**src/rtl/keypad_pattern_record_matcher_top_assert.svh**
```systemverilog
// Assertion macros for the keypad pattern record matcher.
`ifndef KEYPAD_PATTERN_RECORD_MATCHER_TOP_ASSERT_SVH
`define KEYPAD_PATTERN_RECORD_MATCHER_TOP_ASSERT_SVH

// Same-cycle implication, checked outside reset.
`define KPRM_ASSERT_NOW(lbl, ante, cons, msg) \
    lbl: assert property (@(posedge aclk) disable iff (!aresetn) (ante) |-> (cons)) \
        else $error(msg);

// Next-cycle implication, checked outside reset.
`define KPRM_ASSERT_NEXT(lbl, ante, cons, msg) \
    lbl: assert property (@(posedge aclk) disable iff (!aresetn) (ante) |=> (cons)) \
        else $error(msg);

`endif

```
**src/rtl/kprm_pkg.sv**
```systemverilog
// Shared types, constants and the keypad decode for the record matcher.
`default_nettype none
package kprm_pkg;

    localparam int MAX_PATTERN = 16;
    localparam int MAX_RECORDS = 64;
    localparam int LEN_W = 5;
    localparam int DIGITS_W = 64;
    localparam int REC_W = 6;
    localparam int BY_W = 2;
    localparam int OUT_TDATA_W = 16;

    localparam logic [3:0] NO_KEY = 4'd15;
    localparam logic [3:0] MAX_DIGIT = 4'd9;
    localparam logic [3:0] SILENT_DIGIT = 4'd1;

    localparam logic [BY_W-1:0] BY_NONE = 2'd0;
    localparam logic [BY_W-1:0] BY_NUMBER = 2'd1;
    localparam logic [BY_W-1:0] BY_NAME = 2'd2;

    // Configuration register indexes.
    localparam logic CFG_DIGITS = 1'b0;
    localparam logic CFG_LENGTH = 1'b1;

    localparam logic [REC_W-1:0] LAST_RECORD = REC_W'(MAX_RECORDS - 1);

    typedef struct packed {
        logic [MAX_PATTERN-1:0] num_vec;
        logic [MAX_PATTERN-1:0] name_vec;
        logic                   num_hit;
        logic                   name_hit;
    } match_state_t;

    // Keypad digit of a byte; letters of either case, '+' maps to zero.
    function automatic logic [3:0] key_of_byte(input logic [7:0] c);
        logic [7:0] lc;
        logic [3:0] key;
        lc = (c >= 8'h41 && c <= 8'h5A) ? c + 8'h20 : c;
        unique case (lc) inside
            [8'h61:8'h63]: key = 4'd2;
            [8'h64:8'h66]: key = 4'd3;
            [8'h67:8'h69]: key = 4'd4;
            [8'h6A:8'h6C]: key = 4'd5;
            [8'h6D:8'h6F]: key = 4'd6;
            [8'h70:8'h73]: key = 4'd7;
            [8'h74:8'h76]: key = 4'd8;
            [8'h77:8'h7A]: key = 4'd9;
            8'h2B:         key = 4'd0;
            default:       key = NO_KEY;
        endcase
        return key;
    endfunction

endpackage
`default_nettype wire

```
**src/rtl/kprm_step.sv**
```systemverilog
// One shift-and step of the number and name match vectors for a single byte.
`default_nettype none
module kprm_step (
    input  wire logic [7:0]                        ch,
    input  wire logic                              in_number,
    input  wire logic [kprm_pkg::DIGITS_W-1:0]     pattern_digits,
    input  wire logic [kprm_pkg::LEN_W-1:0]        pattern_length,
    input  wire kprm_pkg::match_state_t            cur,
    output kprm_pkg::match_state_t                 nxt
);

    logic [kprm_pkg::LEN_W-1:0]     len_eff;
    logic [kprm_pkg::MAX_PATTERN-1:0] len_mask;
    logic [kprm_pkg::MAX_PATTERN-1:0] top_mask;
    logic [kprm_pkg::MAX_PATTERN-1:0] accept;
    logic [kprm_pkg::MAX_PATTERN-1:0] shifted;
    logic [kprm_pkg::MAX_PATTERN-1:0] vec_new;
    logic [3:0]                     key;

    always_comb begin
        if (pattern_length == '0) begin
            len_eff = kprm_pkg::LEN_W'(1);
        end else if (pattern_length > kprm_pkg::LEN_W'(kprm_pkg::MAX_PATTERN)) begin
            len_eff = kprm_pkg::LEN_W'(kprm_pkg::MAX_PATTERN);
        end else begin
            len_eff = pattern_length;
        end
    end

    assign key = kprm_pkg::key_of_byte(ch);

    always_comb begin
        for (int j = 0; j < kprm_pkg::MAX_PATTERN; j++) begin
            logic [3:0] d;
            d = pattern_digits[4*j +: 4];
            len_mask[j] = (kprm_pkg::LEN_W'(j) < len_eff);
            top_mask[j] = (kprm_pkg::LEN_W'(j + 1) == len_eff);
            if (d > kprm_pkg::MAX_DIGIT) begin
                accept[j] = 1'b0;
            end else if (in_number) begin
                accept[j] = (ch == (8'h30 + {4'd0, d}));
            end else begin
                accept[j] = (d != kprm_pkg::SILENT_DIGIT) && (key == d);
            end
        end
    end

    // Only the vector of the byte's own field advances.
    assign shifted = in_number ? {cur.num_vec[kprm_pkg::MAX_PATTERN-2:0], 1'b1}
                               : {cur.name_vec[kprm_pkg::MAX_PATTERN-2:0], 1'b1};
    assign vec_new = shifted & accept & len_mask;

    always_comb begin
        nxt = cur;
        if (in_number) begin
            nxt.num_vec = vec_new;
            nxt.num_hit = cur.num_hit | (|(vec_new & top_mask));
        end else begin
            nxt.name_vec = vec_new;
            nxt.name_hit = cur.name_hit | (|(vec_new & top_mask));
        end
    end

endmodule
`default_nettype wire

```
**src/rtl/keypad_pattern_record_matcher_top.sv**
```systemverilog
// Keypad pattern record matcher: stream of record bytes in, one result per record out.
//
// Input channel s_*: one record byte per item; s_tuser says whether it is a
// number byte (1) or a name byte (0), and s_tlast marks the last byte of a
// record. The configured digit pattern is searched as a plain substring of the
// number bytes and, through the phone keypad letters, of the name bytes.
// Output channel m_*: one item per record, sent after its last byte, carrying
// the record index and how it matched (number takes priority over name).
// Configuration: cfg_we writes cfg_wdata into register cfg_addr (0 pattern
// digits, 1 pattern length) at a clock edge; write only while the block idles.
// A byte is registered at input, then the match step runs between the input
// register and the output register, which drives m_tvalid for the record.
// Throughput: one byte per cycle, except while a last byte is held at input
// for a pending result; the match step itself is combinational.
// Reset (aresetn low, synchronous) clears the vectors, hit flags, the record
// counter and both valid flags; pattern registers return to digits 0, length 1.
// When m_tready is low with a result pending, bytes keep flowing until the last
// byte of the next record reaches the input stage; it is held there and
// s_tready drops until the pending result is taken.
`default_nettype none
module keypad_pattern_record_matcher_top (
    input  wire logic                                aclk,
    input  wire logic                                aresetn,
    input  wire logic                                cfg_we,
    input  wire logic                                cfg_addr,
    input  wire logic [kprm_pkg::DIGITS_W-1:0]       cfg_wdata,
    input  wire logic                                s_tvalid,
    output logic                                     s_tready,
    input  wire logic [7:0]                          s_tdata,   // ch
    input  wire logic                                s_tuser,   // in_number
    input  wire logic                                s_tlast,   // end_of_record
    output logic                                     m_tvalid,
    input  wire logic                                m_tready,
    // record_index[5:0], matched[6], matched_by[8:7], zero fill
    output logic [kprm_pkg::OUT_TDATA_W-1:0]         m_tdata
);

    logic [kprm_pkg::DIGITS_W-1:0] digits_reg;
    logic [kprm_pkg::LEN_W-1:0]    length_reg;

    logic                          in_valid_reg;
    logic [7:0]                    in_ch_reg;
    logic                          in_num_reg;
    logic                          in_last_reg;

    kprm_pkg::match_state_t        state_reg;
    kprm_pkg::match_state_t        state_next;
    logic [kprm_pkg::REC_W-1:0]    rec_cnt_reg;

    logic                          out_valid_reg;
    logic [kprm_pkg::REC_W-1:0]    out_index_reg;
    logic                          out_matched_reg;
    logic [kprm_pkg::BY_W-1:0]     out_by_reg;

    logic                          advance;

    always_ff @(posedge aclk) begin
        if (!aresetn) begin
            digits_reg <= '0;
            length_reg <= kprm_pkg::LEN_W'(1);
        end else if (cfg_we) begin
            unique case (cfg_addr)
                kprm_pkg::CFG_DIGITS: digits_reg <= cfg_wdata;
                kprm_pkg::CFG_LENGTH: length_reg <= cfg_wdata[kprm_pkg::LEN_W-1:0];
                default:              digits_reg <= digits_reg;
            endcase
        end
    end

    // Only a last byte needs the output register; other bytes always move on.
    assign advance  = in_valid_reg && (!in_last_reg || !out_valid_reg || m_tready);
    assign s_tready = !in_valid_reg || advance;

    always_ff @(posedge aclk) begin
        if (!aresetn) begin
            in_valid_reg <= 1'b0;
        end else if (s_tready) begin
            in_valid_reg <= s_tvalid;
        end
    end

    always_ff @(posedge aclk) begin
        if (s_tready && s_tvalid) begin
            in_ch_reg   <= s_tdata;
            in_num_reg  <= s_tuser;
            in_last_reg <= s_tlast;
        end
    end

    kprm_step u_step (
        .ch             (in_ch_reg),
        .in_number      (in_num_reg),
        .pattern_digits (digits_reg),
        .pattern_length (length_reg),
        .cur            (state_reg),
        .nxt            (state_next)
    );

    always_ff @(posedge aclk) begin
        if (!aresetn) begin
            state_reg   <= '0;
            rec_cnt_reg <= '0;
        end else if (advance) begin
            if (in_last_reg) begin
                state_reg   <= '0;
                rec_cnt_reg <= (rec_cnt_reg == kprm_pkg::LAST_RECORD) ? '0
                             : rec_cnt_reg + kprm_pkg::REC_W'(1);
            end else begin
                state_reg <= state_next;
            end
        end
    end

    always_ff @(posedge aclk) begin
        if (!aresetn) begin
            out_valid_reg <= 1'b0;
        end else if (advance && in_last_reg) begin
            out_valid_reg <= 1'b1;
        end else if (m_tready) begin
            out_valid_reg <= 1'b0;
        end
    end

    always_ff @(posedge aclk) begin
        if (advance && in_last_reg) begin
            out_index_reg   <= rec_cnt_reg;
            out_matched_reg <= state_next.num_hit | state_next.name_hit;
            if (state_next.num_hit) begin
                out_by_reg <= kprm_pkg::BY_NUMBER;
            end else if (state_next.name_hit) begin
                out_by_reg <= kprm_pkg::BY_NAME;
            end else begin
                out_by_reg <= kprm_pkg::BY_NONE;
            end
        end
    end

    assign m_tvalid = out_valid_reg;
    assign m_tdata  = {7'd0, out_by_reg, out_matched_reg, out_index_reg};

`include "keypad_pattern_record_matcher_top_assert.svh"

    `KPRM_ASSERT_NOW(a_matched_agrees, out_valid_reg, out_matched_reg == (out_by_reg != kprm_pkg::BY_NONE), "matched flag disagrees with matched_by")
    `KPRM_ASSERT_NEXT(a_clear_after_record, advance && in_last_reg, state_reg == '0, "match state not cleared after a record")
    `KPRM_ASSERT_NEXT(a_counter_steps, advance && in_last_reg, rec_cnt_reg == kprm_pkg::REC_W'($past(rec_cnt_reg) + 1), "record counter did not advance")

endmodule
`default_nettype wire
```
**config.mk**
```make
export PLATFORM = sky130hd
export DESIGN_NAME = keypad_pattern_record_matcher_top
export DESIGN_NICKNAME = d
export VERILOG_FILES = /design/src/rtl/kprm_pkg.sv /design/src/rtl/kprm_step.sv /design/src/rtl/keypad_pattern_record_matcher_top.sv
export VERILOG_INCLUDE_DIRS = /design/src /design/src/rtl
export SDC_FILE = /design/constraint.sdc
export NUM_CORES = 1
export LEC_CHECK = 0
export ABC_CLOCK_PERIOD_IN_PS = 9850
export BUFFER_PORTS_ARGS = -buffer_cell sky130_fd_sc_hd__buf_4
export CAP_MARGIN = 20
export CORE_ASPECT_RATIO = 0.6
export CORE_UTILIZATION = 30
export CTS_CLUSTER_SIZE = 24
export DETAILED_ROUTE_END_ITERATION = 10
export SYNTH_ARGS = -nofsm -noshare
export SYNTH_HDL_FRONTEND = slang
export SYNTH_SLANG_ARGS = --single-unit
```
**constraint.sdc**
```tcl
create_clock -name aclk -period 9.85 [get_ports aclk]
set_input_delay 1.4775 -clock aclk [delete_from_list [all_inputs] [get_ports aclk]]
set_output_delay 1.4775 -clock aclk [all_outputs]
set_load 0.1 [all_outputs]
```
==> summary.txt, run 1 <==
Status: finished, final reports clean
Slew margin rel.: 28.52%
Number of synthesized flops with an enable pin: 19
Fin crit period: 4.877 ns
CP Data Arrival Time: 5.06 ns
Post-DRT Antenna Nets: 0
Seq. cell area: 0.002753 sq mm
Worst VDD drop: 0.09617 mV
Final Net Count: 1160
FP Rows: 46
Largest net degree at the start of global routing: 111
Part of the cycle the worst path needs: 49.52%
I/O Pins: 98
Pre-antenna DRT Iters: 7
Synth area leader: dfxtp_1
Initial antenna violation count: 0
FILL cells: 2847
Area of the mapped netlist: 0.008257 sq mm
Post-CTS sizing: 0
Leak pwr: 3.410 nW
Fin Setup TNS: 0 ns
Vias in the first global route: 7064
Layout Skew: 0.01338 ns
DRT iter0 DRCs: 827
Area of the multi-input gates: 0.005101 sq mm
Max-cap violations: 0
DR vias: 7940
Ranking of synthesized cells by area: dfxtp_1 (26%), nand2_1 (8.2%), edfxtp_1 (6.9%)
CTS Buffer Depth: 2
Design area: 0.009757 sq mm
Setup CP Type: flop to flop
Global Route met1 Usage: 31.89%
Register area share after synthesis: 33.34%
All-layer global routing usage: 20.57%
Synthesized instance count: 1026
Starting Density: 30.92%
Area of the core: 0.02671 sq mm
Die ar.: 0.02821 sq mm
Slowest cell on crit path: a21oi_4
CP Cell Sequence: inv_1, ha_1, and4b_1, o2bb2ai_2, a21oi_2, a21oi_2, nand2b_1, a21oi_4, mux2_1, nor4_1, a32oi_1, nor4b_2, a31oi_1, a211oi_2
Asr flop ratio synth: 0%
Synth Register Bits: 128
Setup bufs post-CTS: 0
Ys Warns: 0
Setup crit end kind: flop
Ant. Diodes: 0
Worst-path clk slew: 0.06 ns
Gr ovfl total: 0
Worst min-delay path class: flop to flop
Largest register FFs: 64
CP Max Fanout: 14
Fraction of layout cells with a size suffix above 1: 15.41%
HPWL Detailed: 21.13 mm
M2 GR Usage: 26.13%
CTS tree: done
CTS root buf: clkbuf_16
Vias per Instance: 5.476
Proportion of netlist area held by the largest area contributor: 26.43%
GPL Wtd Cong: 0.9569
First-pass GRT wire length: 43.68 mm
Die width: 216.2 um
Met3 global-route usage: 6.597%
Register-to-register setup slack: 4.97 ns
Total CTS buffers: 17
Buf/Inv on CP: 1
Port buffer count: 90
CP max stage delay: 0.69 ns
Mapped Avg Cell Area: 8.047 sq um
Fmax: 0.2050 GHz
Routed len/inst: 19.83 um
Hold Violations, Final: 0
Area Growth Syn to Fin: 18.17%
Busiest layer in global routing: met1
Startpoint Class: flop
Required @ worst endpoint: 10.04 ns
Die Y: 130.5 um
Final setup violation count: 0
H-tree depth: 4
Netlist cell types: 89
Worst-margin pin slew: 1.068 ns
Pins over their slew limit: 0
Hold-fix buffers, CTS: 0
Crit-path leading delay family: compound AO/OA/AOI/OAI gates
Pwr per Cell Area: 144.6 mW/mm^2
Routed wire length: 28.76 mm
Remaining DRCs: 0
Final core occ: 36.53%
Post-placement cell area: 0.009156 sq mm
Top FF cell, synth: dfxtp_1
Most used cell, CP: a21oi_2
Skew-Pair Late Insertion Delay: 0.45 ns
CTS sink cnt: 128
RSZ-0062 raised after global routing: false
[worst register-to-register path: stages, from the launching register on]
cell and delay [ns]:
edfxtp_1 0.56, inv_1 0.12, ha_1 0.23, and4b_1 0.22, o2bb2ai_2 0.18, a21oi_2 0.32, a21oi_2 0.18, nand2b_1 0.49
a21oi_4 0.69, mux2_1 0.38, nor4_1 0.54, a32oi_1 0.18, nor4b_2 0.21, a31oi_1 0.26, a211oi_2 0.07
[through the flow]
| step | hold WS [ns] | setup slack [ns] | std cells | power [mW] |
|---|---|---|---|---|
| after detailed placement | 0.4640 | 4.766 | 1417 | 0.7950 |
| after global routing | 0.4959 | 4.809 | 1450 | 1.472 |
| after global placement | 0.4541 | 4.993 | 1416 | 0.7935 |
| final | 0.4668 | 4.973 | 1450 | 1.411 |
| after floorplan | 0.4385 | 5.932 | 1032 | 0.7243 |
| after CTS | 0.4707 | 4.717 | 1449 | 1.421 |
[layer usage]
metal  routed length [um]  part of all wire (%)  up-vias
met4                  471                   1.6        0
met5                    0                     0        -
li1                     -                     -     3767
met1                14800                    51     3750
met2                10730                    37      380
met3                 2751                   9.6       43
[logic make-up after synthesis]
| kind of cell | synth area share [%] |
|---|---|
| buf+inv | 5.440 |
| mux | 1.561 |
| compound gates | 24.70 |
| xor+xnor | 9.229 |
| flops | 33.34 |
| other cells | 0.04542 |
| simple gates | 25.23 |
| fa+ha+maj | 0.4547 |
[final timing paths]
check | start | to | depth (start not counted)
worst min-delay path | state_reg[29] | state_reg[29] | 2
worst min register to register | state_reg[29] | state_reg[29] | 2
worst max register to register | in_ch_reg[5] | out_by_reg[1] | 14
worst max-delay path | in_ch_reg[5] | out_by_reg[1] | 14
[cell usage in the layout, fill, tap and decap left out, types with 5 or more instances in the layout]
cell type	count
and2_1	11
nand2b_1	11
nand3_1	28
nor2b_1	36
a22oi_1	15
clkbuf_16	17
nand2_1	180
dfxtp_1	109
or3_1	12
a21boi_0	75
o211ai_1	8
a211oi_1	11
a31oi_1	12
xnor2_1	46
nor3_1	23
a21oi_1	35
a2111oi_0	6
mux2i_1	5
o21a_1	5
o21ai_0	39
nor4_1	12
buf_4	103
nand3b_1	5
o31ai_1	6
nor3b_1	11
inv_6	5
inv_1	20
o2111ai_1	6
xor2_1	41
o21ai_2	5
nand4_1	18
edfxtp_1	19
a32oi_1	6
conb_1	7
nor2_1	40
[cells in the mapped netlist (all sizes together), types with 5 or more instances]
master   instances
a2111oi          7
a211oi          12
a21boi          76
a21oi           38
a22oi           16
a31oi           12
a32oi            6
and2            11
buf             29
clkbuf          49
dfxtp          109
edfxtp          19
inv             20
mux2             5
mux2i            5
nand2          180
nand2b          12
nand3           28
nand3b           5
nand4           18
nor2            40
nor2b           37
nor3            24
nor3b           11
nor4            13
nor4b            5
o2111ai          6
o211ai           8
o21a             5
o21ai           45
o31ai            6
or3             12
xnor2           46
xor2            41
[final cells by class]
| class | count | share of cell area (%) |
|---|---|---|
| clock buffer | 17 | 4.360 |
| clock inverter | 15 | 1.513 |
| inverter | 21 | 0.8079 |
| multi-input combinational | 805 | 52.28 |
| sequential | 128 | 28.21 |
| tap | 360 | 4.617 |
| timing repair buffer | 104 | 8.207 |
[power breakdown]
part           internal, mW  switching, mW  total, mW
registers             0.548         0.0360      0.584
logic                0.0813          0.124      0.205
clock network         0.354          0.268      0.622
total                 0.983          0.428       1.41
Power figures use the tool's default switching activity.
==> run 2, diff against run 1 <==
- ABC_CLOCK_PERIOD_IN_PS: 9850 -> 4050
- clock period: 9.85 -> 4.05 ns (I/O delays scaled with it)
==> summary.txt, run 2 (synthesized netlist as in run 1, its figures left out) <==
Vias per Instance: 5.466
Area of the core: 0.02671 sq mm
H-tree depth: 4
Setup CP Type: flop to flop
Required @ worst endpoint: 4.25 ns
Routed wire length: 29.98 mm
Pre-antenna DRT Iters: 6
CTS root buf: clkbuf_16
Slowest cell on crit path: edfxtp_1
DRT iter0 DRCs: 1009
Commonest non-fill, non-tap cell in the layout: nand2_1
Die ar.: 0.02821 sq mm
Hold Violations, Final: 0
Reg-to-Reg Start: in_ch_reg[3]
Register-to-register setup slack: 0.12 ns
Worst min-delay path class: input port to flop
Most frequent cells in the layout: nand2_1 (180), buf_4 (150), dfxtp_1 (109)
Most used cell, CP: o21ai_2
FP Rows: 46
CP Max Fanout: 15
CP Cell Sequence: or4b_1, or4_1, o21ai_2, o21ai_2, a21boi_4, buf_4, mux2_2, or3_1, a2111o_1, nor2_2, nor4b_4, a31oi_2, a211oi_2
HPWL Detailed: 22.23 mm
I/O Pins: 98
Worst flop-to-flop path endpoint: out_by_reg[1]
All-layer global routing usage: 21.47%
Final Net Count: 1213
Hold-fix buffers, CTS: 0
Fmax: 0.2543 GHz
CTS Buffer Depth: 2
Port buffer count: 90
Die Y: 130.5 um
Starting Density: 30.92%
CTS sink cnt: 128
GPL Wtd Cong: 1.006
Leak pwr: 3.746 nW
CP Data Arrival Time: 4.13 ns
RSZ-0062 raised after global routing: true
Hold wc startpoint: s_tdata[3]
WHS Path Cells: 1
WHS Endpoint: in_ch_reg[3]
Pwr per Cell Area: 347.1 mW/mm^2
Slew margin rel.: 25.92%
Fraction of layout cells with a size suffix above 1: 20.30%
Worst VDD drop: 0.1772 mV
Routed len/inst: 19.95 um
FILL cells: 2798
Die width: 216.2 um
Cell count of the worst reg-to-reg path: 13
DR vias: 8216
Startpoint Class: flop
CP max stage delay: 0.50 ns
Status: finished, final reports clean
Remaining DRCs: 0
Ant. Diodes: 0
Pins over their slew limit: 0
Area Growth Syn to Fin: 25.52%
Part of the cycle the worst path needs: 97.08%
Total power: 3.597 mW
Fin Setup TNS: 0 ns
Vias in the first global route: 7528
Largest net degree at the start of global routing: 111
Final setup violation count: 0
CTS tree: done
Worst-margin pin slew: 1.107 ns
Initial antenna violation count: 0
Worst-path clk slew: 0.06 ns
Max-cap violations: 0
Setup crit end kind: flop
First-pass GRT wire length: 45.25 mm
Post-DRT Antenna Nets: 0
Layout Skew: 0.009033 ns
Fin crit period: 3.932 ns
Skew-Pair Late Insertion Delay: 0.45 ns
Largest register FFs: 64
Gr ovfl total: 0
Total CTS buffers: 17
## run 2: worst max path at each step
stage                             from              end  slack, ns  cells after the start
after floorplan           in_ch_reg[5]  out_matched_reg       0.34                     16
after CTS                 in_ch_reg[5]    out_by_reg[1]       0.02                     13
final                     in_ch_reg[3]    out_by_reg[1]       0.12                     13
after global placement    in_ch_reg[5]  out_matched_reg       0.15                     13
after detailed placement  in_ch_reg[5]    out_by_reg[1]       0.06                     13
after global routing      in_ch_reg[5]  out_matched_reg      -0.08                     15
## run 2: through the flow
step | setup WS (ns) | hold WS [ns] | cell area, sq um | util [%] | std cells
floorplan | 0.3412 | 0.4385 | 8279 | - | 1032
global placement | 0.1450 | 0.4526 | 9630 | 36.06 | 1469
detailed placement | 0.05912 | 0.4587 | 9630 | 36.06 | 1469
CTS | 0.02436 | 0.3136 | 10240 | 38.36 | 1501
global route | -0.08089 | 0.3154 | 10360 | 38.81 | 1503
finish | 0.1184 | 0.3369 | 10360 | 38.81 | 1503
## run 2: report_power, final
group | switching (mW) | total, mW | internal [mW] | leakage [nW]
combinational | 0.331 | 0.565 | 0.234 | 2.38
sequential | 0.0772 | 1.41 | 1.33 | 1.07
clock | 0.615 | 1.62 | 1.01 | 0.297
## run 2: area by class of cell
cell class	count	area (sq um)	area share, %
clock buffer	21	461.7	4.455
clock inverter	11	152.6	1.473
inverter	21	78.83	0.7606
multi-input combinational	805	5201	50.19
sequential	128	2753	26.56
tap	360	450.4	4.346
timing repair buffer	157	1266	12.22
## run 2: what timing repair did
action	in CTS	in global routing
hold endpoints to repair	0	0
gates resized for setup	0	18
setup endpoints to repair	0	7
setup buffers	0	2
## run 2: critical path, delay by kind of cell (launching register included)
kind | cells | cell delay (ns)
DFF | 1 | 0.50
and+or+nand+nor | 5 | 1.47
buffers and inverters | 1 | 0.22
muxes | 1 | 0.27
AOI/OAI and AO/OA | 6 | 1.22
## run 2: metal layers
metal  routed length [um]  global-route usage [%]  share of wire (%)  vias up
met5                    0                       0                  0        -
li1                     -                       -                  -     3883
met2                11280                   28.22                 38      405
met4                  486                   5.924                1.6        0
met3                 3264                   6.458                 11       37
met1                14950                   32.76                 50     3891
==> run 3, diff against run 2 <==
- PLACE_DENSITY: default -> 0.45
==> summary.txt, run 3 (synthesized netlist as in run 1, its figures left out) <==
Part of the cycle the worst path needs: 99.43%
Final core occ: 38.62%
WHS Path Cells: 1
First-pass GRT wire length: 47.33 mm
Total CTS buffers: 17
All-layer global routing usage: 22.51%
Die ar.: 0.02821 sq mm
CTS sink cnt: 128
Buf/Inv on CP: 2
Hold wc startpoint: s_tdata[0]
Fmax: 0.2483 GHz
Worst flop-to-flop path endpoint: out_by_reg[1]
Logic pwr share: 17.0%
Routed len/inst: 20.61 um
Fin crit period: 4.027 ns
Skew-Pair Late Insertion Delay: 0.44 ns
WHS Endpoint: in_ch_reg[0]
Sw power: 979.5 uW
RSZ-0062 raised after global routing: true
Sequential share of power: 42.0%
Worst-path clk slew: 0.06 ns
FP Rows: 46
Status: finished, final reports clean
DRT iter0 DRCs: 742
Vias per Instance: 5.379
GPL Wtd Cong: 0.9899
I/O Pins: 98
Cell count of the worst reg-to-reg path: 14
Internal: 2.372 mW
Worst-margin pin slew: 1.129 ns
Most frequent cells in the layout: nand2_1 (180), buf_4 (165), dfxtp_1 (109)
Starting Density: 30.92%
Commonest non-fill, non-tap cell in the layout: nand2_1
Port buffer count: 90
Die width: 216.2 um
H-tree depth: 4
Worst VDD drop: 0.2208 mV
Slowest cell on crit path: edfxtp_1
Setup CP Type: flop to flop
Hold-fix buffers, CTS: 0
Final hold slack: 0.3417 ns
Hold Violations, Final: 0
Worst min-delay path class: input port to flop
Leak pwr: 3.767 nW
CP Max Fanout: 19
Startpoint Class: flop
Fraction of layout cells with a size suffix above 1: 20.67%
Routed wire length: 31.25 mm
Pins over their slew limit: 0
Net Sw Frac: 29.23%
Layout Skew: 0.007638 ns
Largest net degree at the start of global routing: 111
CP max stage delay: 0.54 ns
Max-cap violations: 0
Pre-antenna DRT Iters: 5
CTS Buffer Depth: 2
Pwr per Cell Area: 324.9 mW/mm^2
Die Y: 130.5 um
Register-to-register setup slack: 0.02 ns
Clock Power Share: 40.9%
CTS root buf: clkbuf_16
CP Data Arrival Time: 4.31 ns
Largest register FFs: 64
Post-DRT Antenna Nets: 0
Area of the core: 0.02671 sq mm
Final Net Count: 1226
Setup crit end kind: flop
Area Growth Syn to Fin: 24.91%
Final setup violation count: 0
Slew margin rel.: 24.45%
Ant. Diodes: 0
DR vias: 8155
Vias in the first global route: 7593
Remaining DRCs: 0
Reg-to-Reg Start: in_ch_reg[1]
Initial antenna violation count: 0
Required @ worst endpoint: 4.33 ns
Crit-path leading delay family: simple AND/OR/NAND/NOR gates
CTS tree: done
CP Cell Sequence: buf_6, nand2_1, or4_1, o21ai_2, o21ai_2, a21boi_4, buf_6, mux2_2, or3_1, a2111o_1, nor2_2, nor4b_4, and3_4, a211oi_2
HPWL Detailed: 23.68 mm
Gr ovfl total: 0
run 3: cell types whose count changed in the layout (fill, tap and decap cells not counted), moves of 2 or more:
| cell | change |
|---|---|
| a2111oi_2 | -2 |
| buf_4 | +15 |
| clkinv_2 | +6 |
| bufinv_16 | -3 |
| buf_6 | +3 |
| clkinv_4 | -4 |
| clkbuf_8 | +2 |
| clkbuf_1 | +2 |
| buf_12 | -5 |
run 3: timing repair:
item	CTS	global route
gates resized for setup	0	19
setup endpoints to repair	0	7
setup buffers	0	6
run 3: stage by stage:
stage | setup WS, ns | TNS [ns] | std cells | instance area, sq um | power, mW
finish | 0.02304 | 0 | 1516 | 10310 | 3.351
global placement | 0.07968 | 0 | 1477 | 9628 | 1.985
detailed placement | 0.07564 | 0 | 1477 | 9628 | 1.984
global route | -0.04779 | -0.07898 | 1516 | 10310 | 3.494
CTS | 0.04604 | 0 | 1509 | 10140 | 3.365
floorplan | 0.3412 | 0 | 1032 | 8279 | 1.762
run 3: power by group through the flow:
stage | sequential, mW | clock, mW | combinational [mW]
floorplan | 1.42 | 0 | 0.345
global route | 1.41 | 1.46 | 0.618
finish | 1.41 | 1.37 | 0.571
global placement | 1.44 | 0 | 0.550
CTS | 1.41 | 1.41 | 0.552
detailed placement | 1.43 | 0 | 0.550
run 3: metal layers:
metal	vias to the layer above	GRT usage (%)	part of all wire, %
met4	0	5.178	1.3
met1	3888	34.13	52
li1	3897	-	-
met5	-	0	0
met2	326	30.71	38
met3	44	6.319	8.2
run 3: layout make-up:
type                            instances  area [sq um]
Clock buffer                           24         471.7
Clock inverter                          8         41.29
Fill cell                            2825         16390
Sequential cell                       128          2753
Multi-Input combinational cell        805          5206
Inverter                               21         78.83
Tap cell                              360         450.4
Timing Repair Buffer                  170          1313
run 3: worst max-delay path by stage:
stage	start	end	slack [ns]	cells past startpoint
after global routing	in_ch_reg[5]	out_matched_reg	-0.05	14
after detailed placement	in_ch_reg[5]	out_matched_reg	0.08	12
after CTS	in_ch_reg[5]	out_matched_reg	0.05	12
after global placement	in_ch_reg[5]	out_matched_reg	0.08	13
final	in_ch_reg[1]	out_by_reg[1]	0.02	14
after floorplan	in_ch_reg[5]	out_matched_reg	0.34	16
